**src/hqme_pkg.sv**
```systemverilog
// Package of types and constants for the question-mark matrix element block.
`timescale 1ns / 1ps
package hqme_pkg;
	localparam int MAX_LEVEL_DEF = 16;
	localparam int FRAC_BITS_DEF = 32;
	localparam int OUT_W = 49;
	localparam int MAG_W = 42;
	localparam logic [31:0] SQRT2_FRAC = 32'h6A09E668;
	localparam logic [1:0] PT_LO = 2'd0;
	localparam logic [1:0] PT_HI = 2'd1;
	localparam logic [1:0] PT_MID = 2'd2;

	typedef enum logic [3:0] {
		ST_IDLE, ST_CHECK, ST_PSEL, ST_WALK, ST_DIV, ST_PNEXT,
		ST_SPAN, ST_SUM, ST_MULA, ST_MULB, ST_FIN
	} state_t;

	typedef enum logic [3:0] {
		DP_NOP, DP_LOAD, DP_PSEL, DP_WALK, DP_DIV, DP_SPAN,
		DP_SUM, DP_MULA, DP_MULB, DP_FIN
	} dp_op_t;

	typedef struct packed {
		dp_op_t     op;
		logic [1:0] pt;
	} cmd_t;

	typedef struct packed {
		logic idx_err;
		logic trivial;
		logic walk_hit;
		logic div_last;
	} status_t;
endpackage

```
**src/hqme_ctrl.sv**
```systemverilog
// Controller state machine that sequences the point walks, divisions and final scaling.
`timescale 1ns / 1ps
module hqme_ctrl (
	input  logic              clk,
	input  logic              arst_n,
	input  logic              start,
	input  hqme_pkg::status_t status,
	output hqme_pkg::cmd_t    cmd,
	output logic              busy,
	output logic              done
);
	hqme_pkg::state_t state_q, state_d;
	logic [1:0] pt_q;
	logic done_q;

	always_ff @(posedge clk or negedge arst_n) begin
		if (!arst_n) begin
			state_q <= hqme_pkg::ST_IDLE;
			pt_q <= hqme_pkg::PT_LO;
			done_q <= 1'b0;
		end else begin
			state_q <= state_d;
			done_q <= (state_q == hqme_pkg::ST_FIN);
			if (state_q == hqme_pkg::ST_PNEXT) begin
				pt_q <= (pt_q == hqme_pkg::PT_MID) ? hqme_pkg::PT_LO : pt_q + 2'd1;
			end
		end
	end

	always_comb begin
		state_d = state_q;
		case (state_q)
			hqme_pkg::ST_IDLE:  if (start) state_d = hqme_pkg::ST_CHECK;
			hqme_pkg::ST_CHECK: state_d = status.idx_err ? hqme_pkg::ST_FIN : hqme_pkg::ST_PSEL;
			hqme_pkg::ST_PSEL:  state_d = status.trivial ? hqme_pkg::ST_PNEXT : hqme_pkg::ST_WALK;
			hqme_pkg::ST_WALK:  if (status.walk_hit) state_d = hqme_pkg::ST_DIV;
			hqme_pkg::ST_DIV:   if (status.div_last) state_d = hqme_pkg::ST_PNEXT;
			hqme_pkg::ST_PNEXT: begin
				state_d = (pt_q == hqme_pkg::PT_MID) ? hqme_pkg::ST_SPAN : hqme_pkg::ST_PSEL;
			end
			hqme_pkg::ST_SPAN:  state_d = hqme_pkg::ST_SUM;
			hqme_pkg::ST_SUM:   state_d = hqme_pkg::ST_MULA;
			hqme_pkg::ST_MULA:  state_d = hqme_pkg::ST_MULB;
			hqme_pkg::ST_MULB:  state_d = hqme_pkg::ST_FIN;
			hqme_pkg::ST_FIN:   state_d = hqme_pkg::ST_IDLE;
			default:            state_d = hqme_pkg::ST_IDLE;
		endcase
	end

	always_comb begin
		cmd.pt = pt_q;
		case (state_q)
			hqme_pkg::ST_IDLE:  cmd.op = start ? hqme_pkg::DP_LOAD : hqme_pkg::DP_NOP;
			hqme_pkg::ST_PSEL:  cmd.op = hqme_pkg::DP_PSEL;
			hqme_pkg::ST_WALK:  cmd.op = hqme_pkg::DP_WALK;
			hqme_pkg::ST_DIV:   cmd.op = hqme_pkg::DP_DIV;
			hqme_pkg::ST_SPAN:  cmd.op = hqme_pkg::DP_SPAN;
			hqme_pkg::ST_SUM:   cmd.op = hqme_pkg::DP_SUM;
			hqme_pkg::ST_MULA:  cmd.op = hqme_pkg::DP_MULA;
			hqme_pkg::ST_MULB:  cmd.op = hqme_pkg::DP_MULB;
			hqme_pkg::ST_FIN:   cmd.op = hqme_pkg::DP_FIN;
			default:            cmd.op = hqme_pkg::DP_NOP;
		endcase
	end

	assign busy = (state_q != hqme_pkg::ST_IDLE);
	assign done = done_q;
endmodule

```
**src/hqme_datapath.sv**
```systemverilog
// Datapath: operand registers, Stern-Brocot walker, serial divider, overlap sum and scaling.
`timescale 1ns / 1ps
module hqme_datapath #(
	parameter int MAX_LEVEL = hqme_pkg::MAX_LEVEL_DEF,
	parameter int FRAC_BITS = hqme_pkg::FRAC_BITS_DEF
) (
	input  logic                              clk,
	input  logic                              arst_n,
	input  hqme_pkg::cmd_t                    cmd,
	output hqme_pkg::status_t                 status,
	input  logic [3:0]                        row_level,
	input  logic [15:0]                       row_offset,
	input  logic [3:0]                        col_level,
	input  logic [15:0]                       col_offset,
	output logic signed [hqme_pkg::OUT_W-1:0] element_value,
	output logic                              index_error
);
	localparam int PT_W = FRAC_BITS + 1;
	localparam int D_W = MAX_LEVEL + 1;
	localparam int SB_W = MAX_LEVEL + 2;
	localparam int N_W = SB_W + FRAC_BITS;
	localparam int CNT_W = $clog2(FRAC_BITS + 1);
	localparam int LV_W = $clog2(MAX_LEVEL + 1);
	localparam int S_W = PT_W + 2;
	localparam logic [63:0] OUT_MAX = 64'h0000_FFFF_FFFF_FFFF;
	localparam logic [63:0] OUT_MIN_MAG = 64'h0001_0000_0000_0000;

	logic [3:0] j_q, l_q;
	logic [15:0] k_q, m_q;
	logic err_q;
	logic [D_W-1:0] a_q, lo_q, hi_q;
	logic [SB_W-1:0] lp_q, lq_q, hp_q, hq_q, qd_q;
	logic [SB_W:0] rem_q;
	logic [FRAC_BITS:0] nlow_q;
	logic [PT_W-1:0] quo_q;
	logic [CNT_W-1:0] cnt_q;
	logic [PT_W-1:0] f_q [3];
	logic [PT_W-1:0] s0_q, s1_q, s2_q, s3_q;
	logic zero_q, neg_q;
	logic [hqme_pkg::MAG_W-1:0] mag_q;
	logic [63:0] prodl_q;
	logic [41:0] prodh_q;
	logic signed [hqme_pkg::OUT_W-1:0] val_q;
	logic ierr_q;

	// Operand selection for the point being walked.
	logic [31:0] a_wide;
	logic [LV_W-1:0] n_sel;
	logic [D_W-1:0] a_sel, full_sel, mid;
	logic [D_W:0] lohi;
	logic [SB_W-1:0] mp, mq;
	logic [N_W-1:0] numer;
	logic [SB_W:0] rsh;
	logic rge;
	logic in_err;

	always_comb begin
		case (cmd.pt)
			hqme_pkg::PT_LO:  a_wide = {16'd0, k_q};
			hqme_pkg::PT_HI:  a_wide = {16'd0, k_q} + 32'd1;
			hqme_pkg::PT_MID: a_wide = {15'd0, k_q, 1'b1};
			default:          a_wide = 32'd0;
		endcase
		n_sel = (cmd.pt == hqme_pkg::PT_MID) ? LV_W'(j_q) + LV_W'(1) : LV_W'(j_q);
		a_sel = a_wide[D_W-1:0];
		full_sel = D_W'(1) << n_sel;
		lohi = {1'b0, lo_q} + {1'b0, hi_q};
		mid = lohi[D_W:1];
		mp = lp_q + hp_q;
		mq = lq_q + hq_q;
		numer = {mp, {FRAC_BITS{1'b0}}} + N_W'(mq >> 1);
		rsh = {rem_q[SB_W-1:0], nlow_q[FRAC_BITS]};
		rge = (rsh >= {1'b0, qd_q});
		in_err = ({1'b0, row_level} >= 5'(MAX_LEVEL)) || ({1'b0, col_level} >= 5'(MAX_LEVEL))
			|| ((row_offset >> row_level) != 16'd0) || ((col_offset >> col_level) != 16'd0);
	end

	assign status.idx_err = err_q;
	assign status.trivial = (a_sel == '0) || (a_sel >= full_sel);
	assign status.walk_hit = (a_q == mid);
	assign status.div_last = (cnt_q == CNT_W'(FRAC_BITS));

	// Haar-side points.
	logic [PT_W-1:0] h_lo, h_hi, h_mid;
	assign h_lo = PT_W'(m_q) << (FRAC_BITS - int'(l_q));
	assign h_hi = (PT_W'(m_q) + PT_W'(1)) << (FRAC_BITS - int'(l_q));
	assign h_mid = PT_W'({m_q, 1'b1}) << (FRAC_BITS - int'(l_q) - 1);

	function automatic logic [PT_W-1:0] span(input logic [PT_W-1:0] alo, input logic [PT_W-1:0] ahi,
		input logic [PT_W-1:0] blo, input logic [PT_W-1:0] bhi);
		logic [PT_W-1:0] bot, top;
		bot = (alo < blo) ? blo : alo;
		top = (bhi < ahi) ? bhi : ahi;
		return (top <= bot) ? '0 : top - bot;
	endfunction

	logic [PT_W-1:0] fl, fh, fm;
	logic zero_c;
	logic signed [S_W-1:0] sum_c, abs_c;
	logic [4:0] p_sum;
	logic [63:0] t_c, sel_c, sh_c;

	always_comb begin
		fl = f_q[0];
		fh = f_q[1];
		fm = f_q[2];
		zero_c = (h_hi <= fl) || (h_lo >= fh) || ((h_lo <= fl) && (fh <= h_mid))
			|| ((h_mid <= fl) && (fh <= h_hi)) || ((fl <= h_lo) && (h_hi <= fm))
			|| ((fm <= h_lo) && (h_hi <= fh));
		sum_c = S_W'(s0_q) - S_W'(s1_q) - S_W'(s2_q) + S_W'(s3_q);
		abs_c = sum_c[S_W-1] ? -sum_c : sum_c;
		p_sum = {1'b0, j_q} + {1'b0, l_q};
		t_c = 64'(mag_q) + 64'(prodh_q) + ((prodl_q + 64'h8000_0000) >> 32);
		sel_c = p_sum[0] ? t_c : 64'(mag_q);
		sh_c = sel_c << p_sum[4:1];
	end

	always_ff @(posedge clk or negedge arst_n) begin
		if (!arst_n) begin
			err_q <= 1'b0;
		end else if (cmd.op == hqme_pkg::DP_LOAD) begin
			err_q <= in_err;
		end
	end

	always_ff @(posedge clk) begin
		case (cmd.op)
			hqme_pkg::DP_LOAD: begin
				j_q <= row_level;
				k_q <= row_offset;
				l_q <= col_level;
				m_q <= col_offset;
			end
			hqme_pkg::DP_PSEL: begin
				a_q <= a_sel;
				lo_q <= '0;
				hi_q <= full_sel;
				lp_q <= '0;
				lq_q <= SB_W'(1);
				hp_q <= SB_W'(1);
				hq_q <= SB_W'(1);
				if (a_sel == '0) begin
					f_q[cmd.pt] <= '0;
				end else begin
					f_q[cmd.pt] <= PT_W'(1) << FRAC_BITS;
				end
			end
			hqme_pkg::DP_WALK: begin
				if (a_q == mid) begin
					rem_q <= {2'b00, numer[N_W-1:FRAC_BITS+1]};
					nlow_q <= numer[FRAC_BITS:0];
					qd_q <= mq;
					cnt_q <= '0;
				end else if (a_q < mid) begin
					hi_q <= mid;
					hp_q <= mp;
					hq_q <= mq;
				end else begin
					lo_q <= mid;
					lp_q <= mp;
					lq_q <= mq;
				end
			end
			hqme_pkg::DP_DIV: begin
				rem_q <= rge ? rsh - {1'b0, qd_q} : rsh;
				nlow_q <= {nlow_q[FRAC_BITS-1:0], 1'b0};
				cnt_q <= cnt_q + CNT_W'(1);
				if (cnt_q == CNT_W'(FRAC_BITS)) begin
					f_q[cmd.pt] <= {quo_q[PT_W-2:0], rge};
				end
				quo_q <= {quo_q[PT_W-2:0], rge};
			end
			hqme_pkg::DP_SPAN: begin
				zero_q <= zero_c;
				s0_q <= span(h_lo, h_mid, fl, fm);
				s1_q <= span(h_lo, h_mid, fm, fh);
				s2_q <= span(h_mid, h_hi, fl, fm);
				s3_q <= span(h_mid, h_hi, fm, fh);
			end
			hqme_pkg::DP_SUM: begin
				neg_q <= sum_c[S_W-1] && !zero_q;
				mag_q <= zero_q ? '0 : hqme_pkg::MAG_W'(abs_c);
			end
			hqme_pkg::DP_MULA: prodl_q <= 64'(mag_q[31:0]) * 64'(hqme_pkg::SQRT2_FRAC);
			hqme_pkg::DP_MULB: prodh_q <= 42'(mag_q[41:32]) * 42'(hqme_pkg::SQRT2_FRAC);
			hqme_pkg::DP_FIN: begin
				ierr_q <= err_q;
				if (err_q) begin
					val_q <= '0;
				end else if (neg_q) begin
					val_q <= (sh_c > OUT_MIN_MAG) ? hqme_pkg::OUT_W'(-64'(OUT_MIN_MAG))
						: hqme_pkg::OUT_W'(-sh_c);
				end else begin
					val_q <= (sh_c > OUT_MAX) ? hqme_pkg::OUT_W'(OUT_MAX) : hqme_pkg::OUT_W'(sh_c);
				end
			end
			default: ;
		endcase
	end

	assign element_value = val_q;
	assign index_error = ierr_q;
endmodule

```
**src/haar_question_mark_matrix_element.sv**
```systemverilog
// Top level of the question-mark transfer operator matrix element block.
`timescale 1ns / 1ps
// One request at a time: a request is taken when start is high while busy is low, and its
// result appears for exactly one cycle with done high; the receiver cannot stall, so it must
// capture element_value and index_error in that cycle. An out-of-range request is flagged in
// the check state and goes straight to the final state, which registers its zero result and
// raises done. A valid request takes the three Farey points in turn: a point at 0 or 1 is
// set directly, any other is walked down the Stern-Brocot tree, no deeper than its level (j
// for the two ends, j + 1 for the midpoint), and then divided out by the one-bit-a-cycle
// restoring divider. The walker and the divider are shared by the three points. The overlap
// sum is then scaled; the sqrt2 product is formed in two multiplies on successive cycles,
// the low 32 bits and the high 10 bits of the magnitude each times the 32-bit constant.
module haar_question_mark_matrix_element #(
	parameter int MAX_LEVEL = hqme_pkg::MAX_LEVEL_DEF,
	parameter int FRAC_BITS = hqme_pkg::FRAC_BITS_DEF
) (
	input  logic                              clk,
	input  logic                              arst_n,
	input  logic                              start,
	output logic                              busy,
	output logic                              done,
	input  logic [3:0]                        row_level,
	input  logic [15:0]                       row_offset,
	input  logic [3:0]                        col_level,
	input  logic [15:0]                       col_offset,
	output logic signed [hqme_pkg::OUT_W-1:0] element_value,
	output logic                              index_error
);
	// Commands flow from the controller to the datapath, status flows back.
	hqme_pkg::cmd_t cmd;
	hqme_pkg::status_t status;

	hqme_ctrl u_ctrl (
		.clk(clk),
		.arst_n(arst_n),
		.start(start),
		.status(status),
		.cmd(cmd),
		.busy(busy),
		.done(done)
	);

	hqme_datapath #(
		.MAX_LEVEL(MAX_LEVEL),
		.FRAC_BITS(FRAC_BITS)
	) u_dp (
		.clk(clk),
		.arst_n(arst_n),
		.cmd(cmd),
		.status(status),
		.row_level(row_level),
		.row_offset(row_offset),
		.col_level(col_level),
		.col_offset(col_offset),
		.element_value(element_value),
		.index_error(index_error)
	);
endmodule

```
**config.mk**
```make
export PLATFORM = sky130hd
export DESIGN_NAME = haar_question_mark_matrix_element
export DESIGN_NICKNAME = d
export VERILOG_FILES = /design/src/hqme_pkg.sv /design/src/hqme_ctrl.sv /design/src/hqme_datapath.sv /design/src/haar_question_mark_matrix_element.sv
export SDC_FILE = /design/constraint.sdc
export NUM_CORES = 2
export LEC_CHECK = 0
export ABC_CLOCK_PERIOD_IN_PS = 13490
export BUFFER_PORTS_ARGS = -buffer_cell sky130_fd_sc_hd__buf_4
export CAP_MARGIN = 20
export CORE_MARGIN = 8
export CORE_UTILIZATION = 60
export DETAILED_ROUTE_END_ITERATION = 10
export MAX_ROUTING_LAYER = met4
export PLACE_DENSITY = 0.83
export SYNTH_ARGS = -nofsm -noshare
export SYNTH_HDL_FRONTEND = slang
export SYNTH_HIERARCHICAL = 1
export SYNTH_SLANG_ARGS = --single-unit
```
**constraint.sdc**
```tcl
create_clock -name clk -period 13.49 [get_ports clk]
set_clock_uncertainty 0.05 [all_clocks]
set_input_delay 4.047 -clock clk [delete_from_list [all_inputs] [get_ports clk]]
set_output_delay 4.047 -clock clk [all_outputs]
set_load 0.05 [all_outputs]
```
==> results.sh <==
export IMPL_crit_start="u_dp/l_q[0]$_DFFE_PN_"
export IMPL_fp_dieH_um=373
export IMPL_regToRegStartpoint="u_dp/l_q[0]$_DFFE_PN_"
export IMPL_routedWlPerCell_um=24.4
export IMPL_endpoint_kind="flip-flop"
export IMPL_async_reset_ff_frac=0.0121
export IMPL_grt_max_degree=84
export IMPL_drt_initial_drc_count=8449
export IMPL_multiInputGateArea_um2=52400
export IMPL_fillerInstances=10000
export IMPL_rsz0062_at_grt="no"
export IMPL_regToRegSetupSlack_ns=2.52
export IMPL_ff2ff_path_depth=39
export IMPL_syn_cell_area_um2=76500
export IMPL_die_w_um=373
export IMPL_critPathRequiredTime_ns=13.99
export IMPL_cp_slowest_stage_delay_ns=0.81
export IMPL_gr_total_overflow=0
export IMPL_synthFlopType="edfxtp_1"
export IMPL_place_gp_congestion=1.08
export IMPL_worstPathMaxFanout=78
export IMPL_vias_per_cell=6.53
export IMPL_tightest_slew_ns=1.15
export IMPL_max_clock_path_buffers=3
export IMPL_core_area_um2=127000
export IMPL_setup_tns_ns=0
export IMPL_worstHoldPathType="reg2reg"
export IMPL_ctsHoldBuffers=0
export IMPL_setup_viol=0
export IMPL_regArea_um2=19700
export IMPL_clock_fmax_ghz=0.0911
export IMPL_crit_path_start_kind="flip-flop"
export IMPL_cts_tree="built"
export IMPL_cts_resized=0
export IMPL_yosysWarnings=6
export IMPL_crit_type="reg2reg"
export IMPL_drv_slew=0
export IMPL_clk_insertion_delay_late_ns=0.69
export IMPL_cp_common_cell="a21oi_1"
export IMPL_relSlewSlack=0.231
export IMPL_first_pass_iters=9
export IMPL_drt_total_wl_um=250000
export IMPL_start_util=0.603
export IMPL_cp_arrival_ns=11.47
export IMPL_area_delta_synth_final_pct=7.59
export IMPL_root_buffer="clkbuf_16"
export IMPL_detail_route_antenna_nets=0
export IMPL_final_common_cell="ha_1"
export IMPL_period_minus_slack_ns=10.97
export IMPL_drive_gt1_frac=0.0615
export IMPL_synth_distinct_cells=104
export IMPL_min_from="u_dp/quo_q[27]$_DFFE_PP_"
export IMPL_drv_cap=0
export IMPL_ys_ff_latch=659
export IMPL_finalHoldViolCount=0
export IMPL_grtUsageTotal=0.357
export IMPL_status="finished, final reports clean"
export IMPL_drc=0
export IMPL_rows=131
export IMPL_dp_hpwl_um=200000
export IMPL_grt_pass1_wl_um=381000
export IMPL_htreeDepth=3
export IMPL_clk_transition_reported_paths_ns=0.07
export IMPL_antenna_found_initial=6
export IMPL_cts_inserted_buffers=74
export IMPL_synth_edf_count=651
export IMPL_postCtsSetupBuffers=0
export IMPL_r2r_end="u_dp/s1_q[30]$_SDFFCE_PP0N_"
export IMPL_dieArea_um2=139000
export IMPL_syn_avg_cell_area_um2=9.03
export IMPL_grt_pass1_vias=65100
export IMPL_vias=67000
export IMPL_pin_count=95
export IMPL_cts_sinks=659
export IMPL_layout_common_cells="1045 x ha_1, 1020 x inv_1, 727 x nor2_1"
export IMPL_cp_slowest_cell="o22ai_1"
export IMPL_seq_area_frac_synth=0.258
export IMPL_synth_cells=8473
export IMPL_fin_crit_sh=0.813
export IMPL_crit_end="u_dp/s1_q[30]$_SDFFCE_PP0N_"
export IMPL_whs_ns=0.383
export IMPL_nNetsFinal=10000
export IMPL_portBuffers=94
==> worst min-delay path by stage <==
stage | endpoint | depth (start not counted) | slack [ns]
after floorplan | u_dp/quo_q[10]$_DFFE_PP_ | 0 | 0.37
after global placement | u_dp/quo_q[30]$_DFFE_PP_ | 0 | 0.37
after detailed placement | u_dp/quo_q[2]$_DFFE_PP_ | 0 | 0.37
after CTS | u_dp/quo_q[14]$_DFFE_PP_ | 0 | 0.36
after global routing | u_dp/quo_q[28]$_DFFE_PP_ | 0 | 0.39
final | u_dp/quo_q[28]$_DFFE_PP_ | 0 | 0.38
==> worst max-delay path, delay by kind of cell, from the launching register on <==
kind	cells	cell delay (ns)
and+or+nand+nor	6	0.62
adders and majority gates	3	1.00
muxes	2	0.37
AOI/OAI and AO/OA	23	6.28
buffers and inverters	5	2.13
DFF	1	0.33
==> cell families (layout without fill, tap and decap cells) <==
group | count (synthesis) | count (layout) | synth area share
other | 2 | 66 | 0.0000981
buffers and inverters | 1312 | 1378 | 0.0650
adders and majority gates | 1451 | 1451 | 0.277
muxes | 255 | 255 | 0.0348
xor gates and xnor gates | 359 | 359 | 0.0411
and+or+nand+nor | 2422 | 2422 | 0.154
DFF | 659 | 659 | 0.258
AOI/OAI and AO/OA | 2013 | 2013 | 0.170
==> registers in the layout (all words and copies together) (netlist names), 18 cells and up <==
name                flops
u_dp/prodl_q           32
u_dp/nlow_q            33
u_dp/mag_q             35
u_dp/lp_q              18
u_dp/prodh_q           31
u_dp/hp_q              18
u_dp/lq_q              18
u_dp/hq_q              18
u_dp/element_value     49
u_dp/s2_q              33
u_dp/s0_q              33
u_dp/qd_q              18
u_dp/quo_q             32
u_dp/f_q               99
u_dp/rem_q             18
u_dp/s3_q              33
u_dp/s1_q              33
==> cells in the mapped netlist (39+ instances only) <==
cell | n | share of area
nand2_1 | 556 | 0.027
o22ai_1 | 69 | 0.0056
nor3_1 | 158 | 0.010
xor2_1 | 152 | 0.017
o211ai_1 | 51 | 0.0050
mux2i_1 | 208 | 0.027
o31ai_1 | 48 | 0.0047
nand2b_1 | 100 | 0.0082
nor2_1 | 730 | 0.036
edfxtp_1 | 651 | 0.26
xnor2_1 | 207 | 0.024
nand3_1 | 188 | 0.012
nor4_1 | 39 | 0.0032
o21bai_1 | 47 | 0.0046
a211oi_1 | 83 | 0.0081
ha_1 | 1047 | 0.17
and2_1 | 83 | 0.0068
mux2_2 | 42 | 0.0062
fa_1 | 404 | 0.11
inv_1 | 1020 | 0.050
a21o_1 | 193 | 0.019
nand4_1 | 141 | 0.012
o21a_1 | 99 | 0.0097
and3_1 | 110 | 0.0090
clkbuf_1 | 246 | 0.012
o21ai_0 | 430 | 0.028
a31oi_1 | 71 | 0.0058
a21oi_1 | 559 | 0.037
nor2b_1 | 116 | 0.0095
or3_1 | 57 | 0.0047
==> layout make-up <==
class,count,area share
inverter,1022,0.0466
multi-input combinational,6560,0.636
timing repair buffer,219,0.0199
antenna,6,0.000182
clock inverter,56,0.00945
clock buffer,81,0.0228
sequential,659,0.240
tap,1662,0.0253
==> layer usage <==
layer	routed length, µm	global-route usage	vias to the layer above	part of all wire
li1	-	-	30300	-
met1	103000	0.482	32300	0.41
met5	0	-	-	0
met4	10700	0.133	0	0.043
met3	28400	0.0725	615	0.11
met2	109000	0.532	3791	0.43
==> stage by stage <==
step | instance area (µm²) | setup WS (ns) | util | std cells
3_3_place_gp | 79700 | 3.03 | 0.627 | 10100
6_report | 82400 | 2.52 | 0.648 | 10300
4_1_cts | 82300 | 2.86 | 0.648 | 10300
3_5_place_dp | 79700 | 2.89 | 0.627 | 10100
2_1_floorplan | 76800 | 2.60 | - | 8531
5_1_grt | 82300 | 1.81 | 0.648 | 10300
Power is left out: the tool's default activity adds up to more than one toggle a clock period on the data nets, which glitch-free logic cannot reach.
